===== config.mk =====
export PLATFORM = sky130hd
export DESIGN_NAME = graph_bfs_dfs_walker
export DESIGN_NICKNAME = d
export VERILOG_FILES = /design/src/hw/rtl/gw_pkg.sv /design/src/hw/rtl/graph_bfs_dfs_walker.sv /design/src/hw/rtl/gw_ram.sv
export SDC_FILE = /design/constraint.sdc
export NUM_CORES = 2
export LEC_CHECK = 0
export ABC_AREA = 1
export BUFFER_PORTS_ARGS = -buffer_cell sky130_fd_sc_hd__clkbuf_2
export CAP_MARGIN = 20
export CORE_ASPECT_RATIO = 0.7
export CORE_UTILIZATION = 30
export CTS_CLUSTER_DIAMETER = 100
export DETAILED_ROUTE_END_ITERATION = 10
export SYNTH_ARGS = -nofsm -noshare
export SYNTH_HDL_FRONTEND = slang
export SYNTH_SLANG_ARGS = --single-unit

===== constraint.sdc =====
create_clock -name clk -period 13.03 [get_ports clk]
set_input_delay 0 -clock clk [delete_from_list [all_inputs] [get_ports clk]]
set_output_delay 0 -clock clk [all_outputs]
set_load 0.1 [all_outputs]

===== src/hw/rtl/gw_pkg.sv =====
// Package for the graph walker: sizes, function and status codes.
// No dependencies.
`timescale 1ns / 1ps
package gw_pkg;
  localparam int MaxVertices = 16;
  localparam int MaxDegree   = 16;
  localparam int VW = $clog2(MaxVertices);
  localparam int DW = $clog2(MaxDegree);
  localparam int CW = VW + 1;
  localparam int AdjDepth = MaxVertices * MaxDegree;
  localparam int AW = VW + DW;

  localparam logic [1:0] FUNC_ADD = 2'd0;
  localparam logic [1:0] FUNC_BFS = 2'd1;
  localparam logic [1:0] FUNC_DFS = 2'd2;

  localparam logic [1:0] ST_OK    = 2'd0;
  localparam logic [1:0] ST_RANGE = 2'd1;
  localparam logic [1:0] ST_FULL  = 2'd2;

  typedef struct packed {
    logic [VW-1:0] vertex;
    logic          last;
    logic [1:0]    status;
  } res_t;
endpackage


===== src/hw/rtl/graph_bfs_dfs_walker.sv =====
// Graph walker: add-edge items and BFS/DFS walks, all run by one sequencer fed by the
// single adjacency RAM read port.
// One item is worked at a time; in_stall is high until done.
// Depends on gw_pkg and gw_ram.
`timescale 1ns / 1ps
module graph_bfs_dfs_walker (
  input  logic                  clk,
  input  logic                  rst_n,
  input  logic                  cfg_we,
  input  logic [4:0]            cfg_wdata,
  input  logic                  in_valid,
  output logic                  in_stall,
  input  logic [1:0]            in_func,
  input  logic [gw_pkg::VW-1:0] in_node_a,
  input  logic [gw_pkg::VW-1:0] in_node_b,
  output logic                  out_valid,
  input  logic                  out_stall,
  output logic [gw_pkg::VW-1:0] out_vertex,
  output logic                  out_last,
  output logic [1:0]            out_status
);
  import gw_pkg::*;

  localparam logic [3:0] S_IDLE = 4'd0, S_ADD1 = 4'd1, S_ADD2 = 4'd2, S_POP = 4'd3,
    S_RD = 4'd4, S_RDW = 4'd5, S_CHK = 4'd6, S_DFSS = 4'd7, S_DTOP = 4'd8,
    S_DRDW = 4'd9, S_DCHK = 4'd10, S_EMIT = 4'd11, S_FIN = 4'd12;

  logic [3:0] state_r, state_nxt;
  logic [4:0] vc_r;
  logic [CW-1:0] n_eff;
  logic [CW-1:0] deg_r [MaxVertices];
  logic [MaxVertices-1:0] vis_r, vis_nxt;
  logic [VW-1:0] q_r [MaxVertices];
  logic [CW-1:0] sidx_r [MaxVertices];
  logic [CW-1:0] head_r, head_nxt, tail_r, tail_nxt, sp_r, sp_nxt;
  logic [CW-1:0] idx_r, idx_nxt, s_r, s_nxt;
  logic [VW-1:0] cur_r, cur_nxt, a_r, b_r;
  logic have_r, have_nxt;           // one vertex is held for emission
  res_t hold_r, hold_nxt;
  res_t out_r;
  logic ov_r, ov_nxt;
  res_t out_nxt;

  // adjacency RAM
  logic          we;
  logic [AW-1:0] waddr, raddr;
  logic [VW-1:0] wdata, rdata;
  gw_ram #(.Width(VW), .Depth(AdjDepth)) u_adj (
    .clk, .we, .waddr, .wdata, .raddr, .rdata);

  always_comb begin
    if (vc_r == 5'd0) n_eff = CW'(1);
    else if ({1'b0, vc_r} > 6'(MaxVertices)) n_eff = CW'(MaxVertices);
    else n_eff = CW'(vc_r);
  end

  logic in_acc, out_free, push_q, push_s, pop_s, ld_sidx;
  logic [VW-1:0] push_v;
  assign in_stall = (state_r != S_IDLE);
  assign in_acc   = in_valid && !in_stall;
  assign out_free = !ov_r || !out_stall;

  logic [CW-1:0] dega, degb;
  assign dega = deg_r[a_r];
  assign degb = deg_r[b_r];
  logic [VW-1:0] top_v;
  assign top_v = q_r[VW'(sp_r - CW'(1))];

  always_comb begin
    state_nxt = state_r;
    vis_nxt = vis_r; head_nxt = head_r; tail_nxt = tail_r; sp_nxt = sp_r;
    idx_nxt = idx_r; s_nxt = s_r; cur_nxt = cur_r;
    have_nxt = have_r; hold_nxt = hold_r;
    ov_nxt = ov_r && out_stall; out_nxt = out_r;
    we = 1'b0; waddr = '0; wdata = '0; raddr = {cur_r, idx_r[DW-1:0]};
    push_q = 1'b0; push_s = 1'b0; pop_s = 1'b0; ld_sidx = 1'b0; push_v = '0;
    unique case (state_r)
      S_IDLE: if (in_acc) begin
        unique case (in_func)
          FUNC_ADD: state_nxt = S_ADD1;
          FUNC_BFS: begin
            vis_nxt = '0;
            if ({1'b0, in_node_a} >= n_eff) begin
              hold_nxt = '{vertex: '0, last: 1'b1, status: ST_RANGE};
              have_nxt = 1'b1; state_nxt = S_FIN;
            end else begin
              vis_nxt[in_node_a] = 1'b1; push_q = 1'b1; push_v = in_node_a;
              head_nxt = '0; tail_nxt = CW'(1); state_nxt = S_POP;
            end
          end
          FUNC_DFS: begin
            vis_nxt = '0; s_nxt = '0; state_nxt = S_DFSS;
          end
          default: ;
        endcase
      end
      S_ADD1: begin
        priority if ({1'b0, a_r} >= n_eff || {1'b0, b_r} >= n_eff) begin
          hold_nxt = '{vertex: '0, last: 1'b1, status: ST_RANGE};
          have_nxt = 1'b1; state_nxt = S_FIN;
        end else if ((a_r == b_r && dega + CW'(2) > CW'(MaxDegree)) ||
                     dega >= CW'(MaxDegree) || degb >= CW'(MaxDegree)) begin
          hold_nxt = '{vertex: '0, last: 1'b1, status: ST_FULL};
          have_nxt = 1'b1; state_nxt = S_FIN;
        end else begin
          we = 1'b1; waddr = {a_r, dega[DW-1:0]}; wdata = b_r; state_nxt = S_ADD2;
        end
      end
      S_ADD2: begin
        we = 1'b1; waddr = {b_r, degb[DW-1:0]}; wdata = a_r;
        hold_nxt = '{vertex: '0, last: 1'b1, status: ST_OK};
        have_nxt = 1'b1; state_nxt = S_FIN;
      end
      // BFS: dequeue, emit (previous held vertex first)
      S_POP: begin
        if (head_r == tail_r) state_nxt = S_FIN;
        else if (!have_r || out_free) begin
          if (have_r) begin ov_nxt = 1'b1; out_nxt = hold_r; end
          cur_nxt = q_r[head_r[VW-1:0]]; head_nxt = head_r + CW'(1);
          hold_nxt = '{vertex: q_r[head_r[VW-1:0]], last: 1'b0, status: ST_OK};
          have_nxt = 1'b1; idx_nxt = '0; state_nxt = S_RD;
        end
      end
      S_RD: begin
        if (idx_r >= deg_r[cur_r] || idx_r >= CW'(MaxDegree)) state_nxt = S_POP;
        else state_nxt = S_RDW;
      end
      S_RDW: state_nxt = S_CHK;
      S_CHK: begin
        if ({1'b0, rdata} < n_eff && !vis_r[rdata] && tail_r < CW'(MaxVertices)) begin
          vis_nxt[rdata] = 1'b1; push_q = 1'b1; push_v = rdata;
          tail_nxt = tail_r + CW'(1);
        end
        idx_nxt = idx_r + CW'(1); state_nxt = S_RD;
      end
      // DFS: next unvisited start vertex
      S_DFSS: begin
        if (s_r >= n_eff) state_nxt = S_FIN;
        else if (vis_r[s_r[VW-1:0]]) s_nxt = s_r + CW'(1);
        else begin
          push_v = s_r[VW-1:0]; state_nxt = S_EMIT;
        end
      end
      // emit the vertex in cur_r: mark it visited, push it, hold it for output
      S_EMIT: if (!have_r || out_free) begin
        if (have_r) begin ov_nxt = 1'b1; out_nxt = hold_r; end
        hold_nxt = '{vertex: cur_r, last: 1'b0, status: ST_OK};
        have_nxt = 1'b1; vis_nxt[cur_r] = 1'b1; push_s = 1'b1;
        sp_nxt = sp_r + CW'(1); state_nxt = S_DTOP;
      end
      S_DTOP: begin
        if (sp_r == '0) begin s_nxt = s_r + CW'(1); state_nxt = S_DFSS; end
        else begin
          cur_nxt = top_v; idx_nxt = sidx_r[VW'(sp_r - CW'(1))];
          if (sidx_r[VW'(sp_r - CW'(1))] < deg_r[top_v] &&
              sidx_r[VW'(sp_r - CW'(1))] < CW'(MaxDegree)) state_nxt = S_DRDW;
          else begin pop_s = 1'b1; sp_nxt = sp_r - CW'(1); end
        end
      end
      S_DRDW: begin ld_sidx = 1'b1; state_nxt = S_DCHK; end
      S_DCHK: begin
        if ({1'b0, rdata} < n_eff && !vis_r[rdata] && sp_r < CW'(MaxVertices)) begin
          cur_nxt = rdata; state_nxt = S_EMIT;
        end else state_nxt = S_DTOP;
      end
      S_FIN: if (out_free) begin
        if (have_r) begin
          ov_nxt = 1'b1; out_nxt = hold_r; out_nxt.last = 1'b1;
        end
        have_nxt = 1'b0; state_nxt = S_IDLE;
      end
      default: state_nxt = S_IDLE;
    endcase
    if (state_r == S_DFSS && state_nxt == S_EMIT) begin
      cur_nxt = s_r[VW-1:0]; sp_nxt = '0;
    end
  end

  // control registers
  always_ff @(posedge clk) begin
    if (!rst_n) begin
      state_r <= S_IDLE; vc_r <= 5'd16; vis_r <= '0;
      have_r <= 1'b0; ov_r <= 1'b0; sp_r <= '0; head_r <= '0; tail_r <= '0;
      for (int i = 0; i < MaxVertices; i++) deg_r[i] <= '0;
    end else begin
      state_r <= state_nxt; vis_r <= vis_nxt;
      have_r <= have_nxt; ov_r <= ov_nxt; sp_r <= sp_nxt;
      head_r <= head_nxt; tail_r <= tail_nxt;
      if (cfg_we) vc_r <= cfg_wdata;
      if (state_r == S_ADD1 && state_nxt == S_ADD2) deg_r[a_r] <= dega + CW'(1);
      if (state_r == S_ADD2) deg_r[b_r] <= degb + CW'(1);
    end
  end

  // payload registers; a queue push lands at the slot just below the new tail
  always_ff @(posedge clk) begin
    idx_r <= idx_nxt; s_r <= s_nxt; cur_r <= cur_nxt;
    hold_r <= hold_nxt; out_r <= out_nxt;
    if (in_acc) begin a_r <= in_node_a; b_r <= in_node_b; end
    if (push_q) q_r[VW'(tail_nxt - CW'(1))] <= push_v;
    if (push_s) begin q_r[sp_r[VW-1:0]] <= cur_r; sidx_r[sp_r[VW-1:0]] <= '0; end
    if (ld_sidx) sidx_r[VW'(sp_r - CW'(1))] <= idx_r + CW'(1);
  end

  assign out_valid  = ov_r;
  assign out_vertex = out_r.vertex;
  assign out_last   = out_r.last;
  assign out_status = out_r.status;

`ifndef ASSERT_OFF
  a_busy_stall: assert property (@(posedge clk) disable iff (!rst_n)
    (state_r != S_IDLE) |-> in_stall) else $error("accepting while busy");
  a_out_hold: assert property (@(posedge clk) disable iff (!rst_n)
    (ov_r && out_stall) |=> (ov_r && $stable(out_r))) else $error("result lost");
  a_sp_bound: assert property (@(posedge clk) disable iff (!rst_n)
    sp_r <= CW'(MaxVertices)) else $error("stack overflow");
`endif
endmodule


===== src/hw/rtl/gw_ram.sv =====
// Generic single-port-write, single-read RAM with registered read.
// No dependencies.
`timescale 1ns / 1ps
module gw_ram #(
  parameter int Width = 4,
  parameter int Depth = 256
) (
  input  logic                     clk,
  input  logic                     we,
  input  logic [$clog2(Depth)-1:0] waddr,
  input  logic [Width-1:0]         wdata,
  input  logic [$clog2(Depth)-1:0] raddr,
  output logic [Width-1:0]         rdata
);
  logic [Width-1:0] mem [Depth];
  always_ff @(posedge clk) begin
    if (we) mem[waddr] <= wdata;
    rdata <= mem[raddr];
  end
endmodule


==> results.toml <==
[route]
final_antenna_net_count = 0
avgRoutedWirePerCell_um = 22.75
via_per_inst = 5.475
first_pass_iters = 6
drc = 0
dr.first_iter.drc_count = 6417
num_vias = 44054
routed_wl_um = 183000

[grt]
groute.usage.overall = 0.1762
grt_max_degree = 209
antenna_found_initial = 2
grt_pass1_wl_um = 269000
grt_overflow = 0
first_global_vias = 40247

[synth]
synth_seq_area_share = 0.6639
async_reset_ff_frac = 0
synth_area_leaders = "edfxtp_1, nor2_1, o21ai_0, o221ai_1, nand2_1"
ys_ff_latch = 1346
synth_top_cells_by_count = "edfxtp_1, nor2_1, o21ai_0"
synth_edf_count = 1284
ys.flop_type = "edfxtp_1"
syn_area_per_cell_um2 = 11.05
synth.cell_area_um2 = 59950
yosysUniqueCellTypes = 63
synth_top_area_share = 0.6432
synth_area_leader_cell = "edfxtp_1"
netlist_instances = 5425
yosysMostFrequentCell = "edfxtp_1"
syn_nets = 5489
ys_warn_count = 0

[die]
floorplan.initialDensity = 0.3037
die_x_um = 536.3
die-area_um2 = 201600
design.core.area_um2 = 197400
ios = 29
num_rows = 136
dieHeight_um = 376

[run_status]
status = "completed"

[sta]
skew_ps = 41.23
fin_crit_sh = 0.4572
setup_ws_ps = 7073
slew_violations = 0
min_period_ps = 5957
rsz0062_at_grt = "no"
final-setup-viol-count = 0
setup_tns_ps = 0
timing.slew.headroom = 0.2113
hold_viol_final = 0
worst_pin_slew_ps = 1179
max_freq_mhz = 167.9

[placement]
io_buffers = 28
dpl_cell_area_um2 = 62590
routabilityCongestion = 0.9299
dpl.hpwl_um = 110500
dp_worst_setup_slack_ps = 6633

[power]
leakagePower_uw = 0.02206
power_density_nw_per_um2 = 217.2
ir_drop_mv = 0.2014
p_total_uw = 14600

[setup_path]
cp_slowest_stage_delay_ps = 920
end_kind = "register"
crit_arrival_ps = 6640
worst_ep_required_time_ps = 13720
worst-setup-path-type = "reg2reg"
critical_path.cell_chain = "inv_2, buf_4, ha_1, clkinv_1, buf_4, nand3_1, nand3_1, nand3_2, nand2_2, buf_12, o211ai_1, nand3_1, nand3_1, nand2_1, ha_1, a21oi_1, o21ai_0, nor2_1, nand3_1, nand3_1, nand2_1, a21oi_1"
crit_top_cell = "nand3_1"
worstSetupStartpointType = "register"
worstPathMaxFanout = 79
cp_num_buf_inv = 5
cp_top_family = "buffers and inverters"
slowest_stage = "ha_1"

[clock_network]
cts_tree = "built"
clock_latency_ps = 770
cts-root-buf = "clkbuf_16"
cts_buffers = 134
cts_num_sinks = 1346
cts_setup_buffers = 0
cts_buffer_depth = 3
clk_pin_slew_ps = 60
cts_resized = 0
htree_levels = 4

[finish]
final_nets = 5390
num-fill-cells = 19495
fin_area_um2 = 67250
diodes = 0
drive_above_1_share = 0.06968
area_delta_synth_final_pct = 12.17

[job]
max_cap_viol_count = 0

[min_path]
min-delay-path-class = "in2reg"
state kept, by name (all words and copies together), names as in the netlist, 2 cells and up, named ones only:
register	cells
u_adj.rdata	4
idx_r	5
vc_r	5
out_status	2
hold_r	7
cur_r	4
head_r	5
sidx_r	80
u_adj.mem	1024
a_r	4
out_vertex	4
sp_r	5
state_r	4
tail_r	5
vis_r	16
q_r	64
deg_r	80
b_r	4
s_r	5
metrics by stage:
| stage | util | std cells | hold slack [ps] |
|---|---|---|---|
| detailed placement | 0.3171 | 7775 | 236.9 |
| global route | 0.3407 | 8047 | 103.9 |
| CTS | 0.3403 | 8042 | 18.35 |
| floorplan | - | 5425 | 98.87 |
| global placement | 0.3169 | 7773 | 238.1 |
| finish | 0.3407 | 8047 | 119.9 |
layout by cell type (no fill, tap or decap), types with 17 or more instances in the layout:
cell	n
clkinv_1	27
o221ai_1	193
nand3_1	251
inv_1	237
nand2_1	436
edfxtp_1	1284
clkbuf_16	136
nand2_2	27
buf_4	56
nor2_1	1039
dlygate4sd3_1	32
dfxtp_1	57
o22ai_1	86
ha_1	44
o21ai_0	749
a22oi_1	27
clkbuf_2	28
a21oi_1	253
nand4_1	17
clkbuf_1	22
clkinv_2	27
o211ai_1	157
worst reg2reg max path, cell delays in order, from the launching register on:
cell and delay (ps):
dfxtp_2 330, inv_2 40, buf_4 610, ha_1 930
clkinv_1 650, buf_4 430, nand3_1 130, nand3_1 100
nand3_2 240, nand2_2 200, buf_12 240, o211ai_1 230
nand3_1 100, nand3_1 100, nand2_1 110, ha_1 320
a21oi_1 160, o21ai_0 130, nor2_1 140, nand3_1 240
nand3_1 240, nand2_1 80, a21oi_1 140
kinds of logic after synthesis:
logic type,count (synthesis),synth area share
compound gates,1546,0.1548
flops,1346,0.6639
mux,14,0.002338
buf+inv,622,0.04143
simple gates,1827,0.1246
fa+ha+maj,44,0.009184
xor+xnor,26,0.003799
what timing repair did:
| item | in CTS | in global routing |
|---|---|---|
| hold endpoints to repair | 79 | 0 |
| endpoints found under the setup margin | 0 | 0 |
| hold buffers | 32 | 0 |
layout make-up:
class / count / area (µm²) / area share
Clock buffer: 158 / 3486 / 0.05184
Multi-Input combinational cell: 3457 / 17750 / 0.2640
Clock inverter: 77 / 770.7 / 0.01146
Sequential cell: 1346 / 39800 / 0.5919
Tap cell: 2622 / 3281 / 0.04879
Inverter: 255 / 969.7 / 0.01442
Timing Repair Buffer: 132 / 1182 / 0.01758
path summary, 6_finish.rpt:
kind | start | to | slack (ps) | cells after the start
max | sp_r[0] | sp_r[2] | 7070 | 22
min reg2reg | sp_r[4] | sp_r[4] | 500 | 2
max reg2reg | sp_r[0] | sp_r[2] | 7070 | 22
min | in_node_b[0] | b_r[0] | 120 | 2
power breakdown:
group / leakage [µW] / total [µW] / internal [µW] / switching (µW)
Combinational: 0.00740 / 5400 / 1360 / 4040
Clock: 0.00209 / 3830 / 2130 / 1700
Sequential: 0.0126 / 5380 / 5230 / 147
Total: 0.0221 / 14600 / 8720 / 5880
per-layer routing:
metal	vias to the layer above	wire, µm	track usage
li1	19671	-	-
met1	21638	83590	0.2707
met2	2508	72600	0.2347
met3	235	23400	0.05588
met4	2	3398	0.04237
met5	-	45	0.001675
No activity file was read; power rests on OpenSTA's default activity.
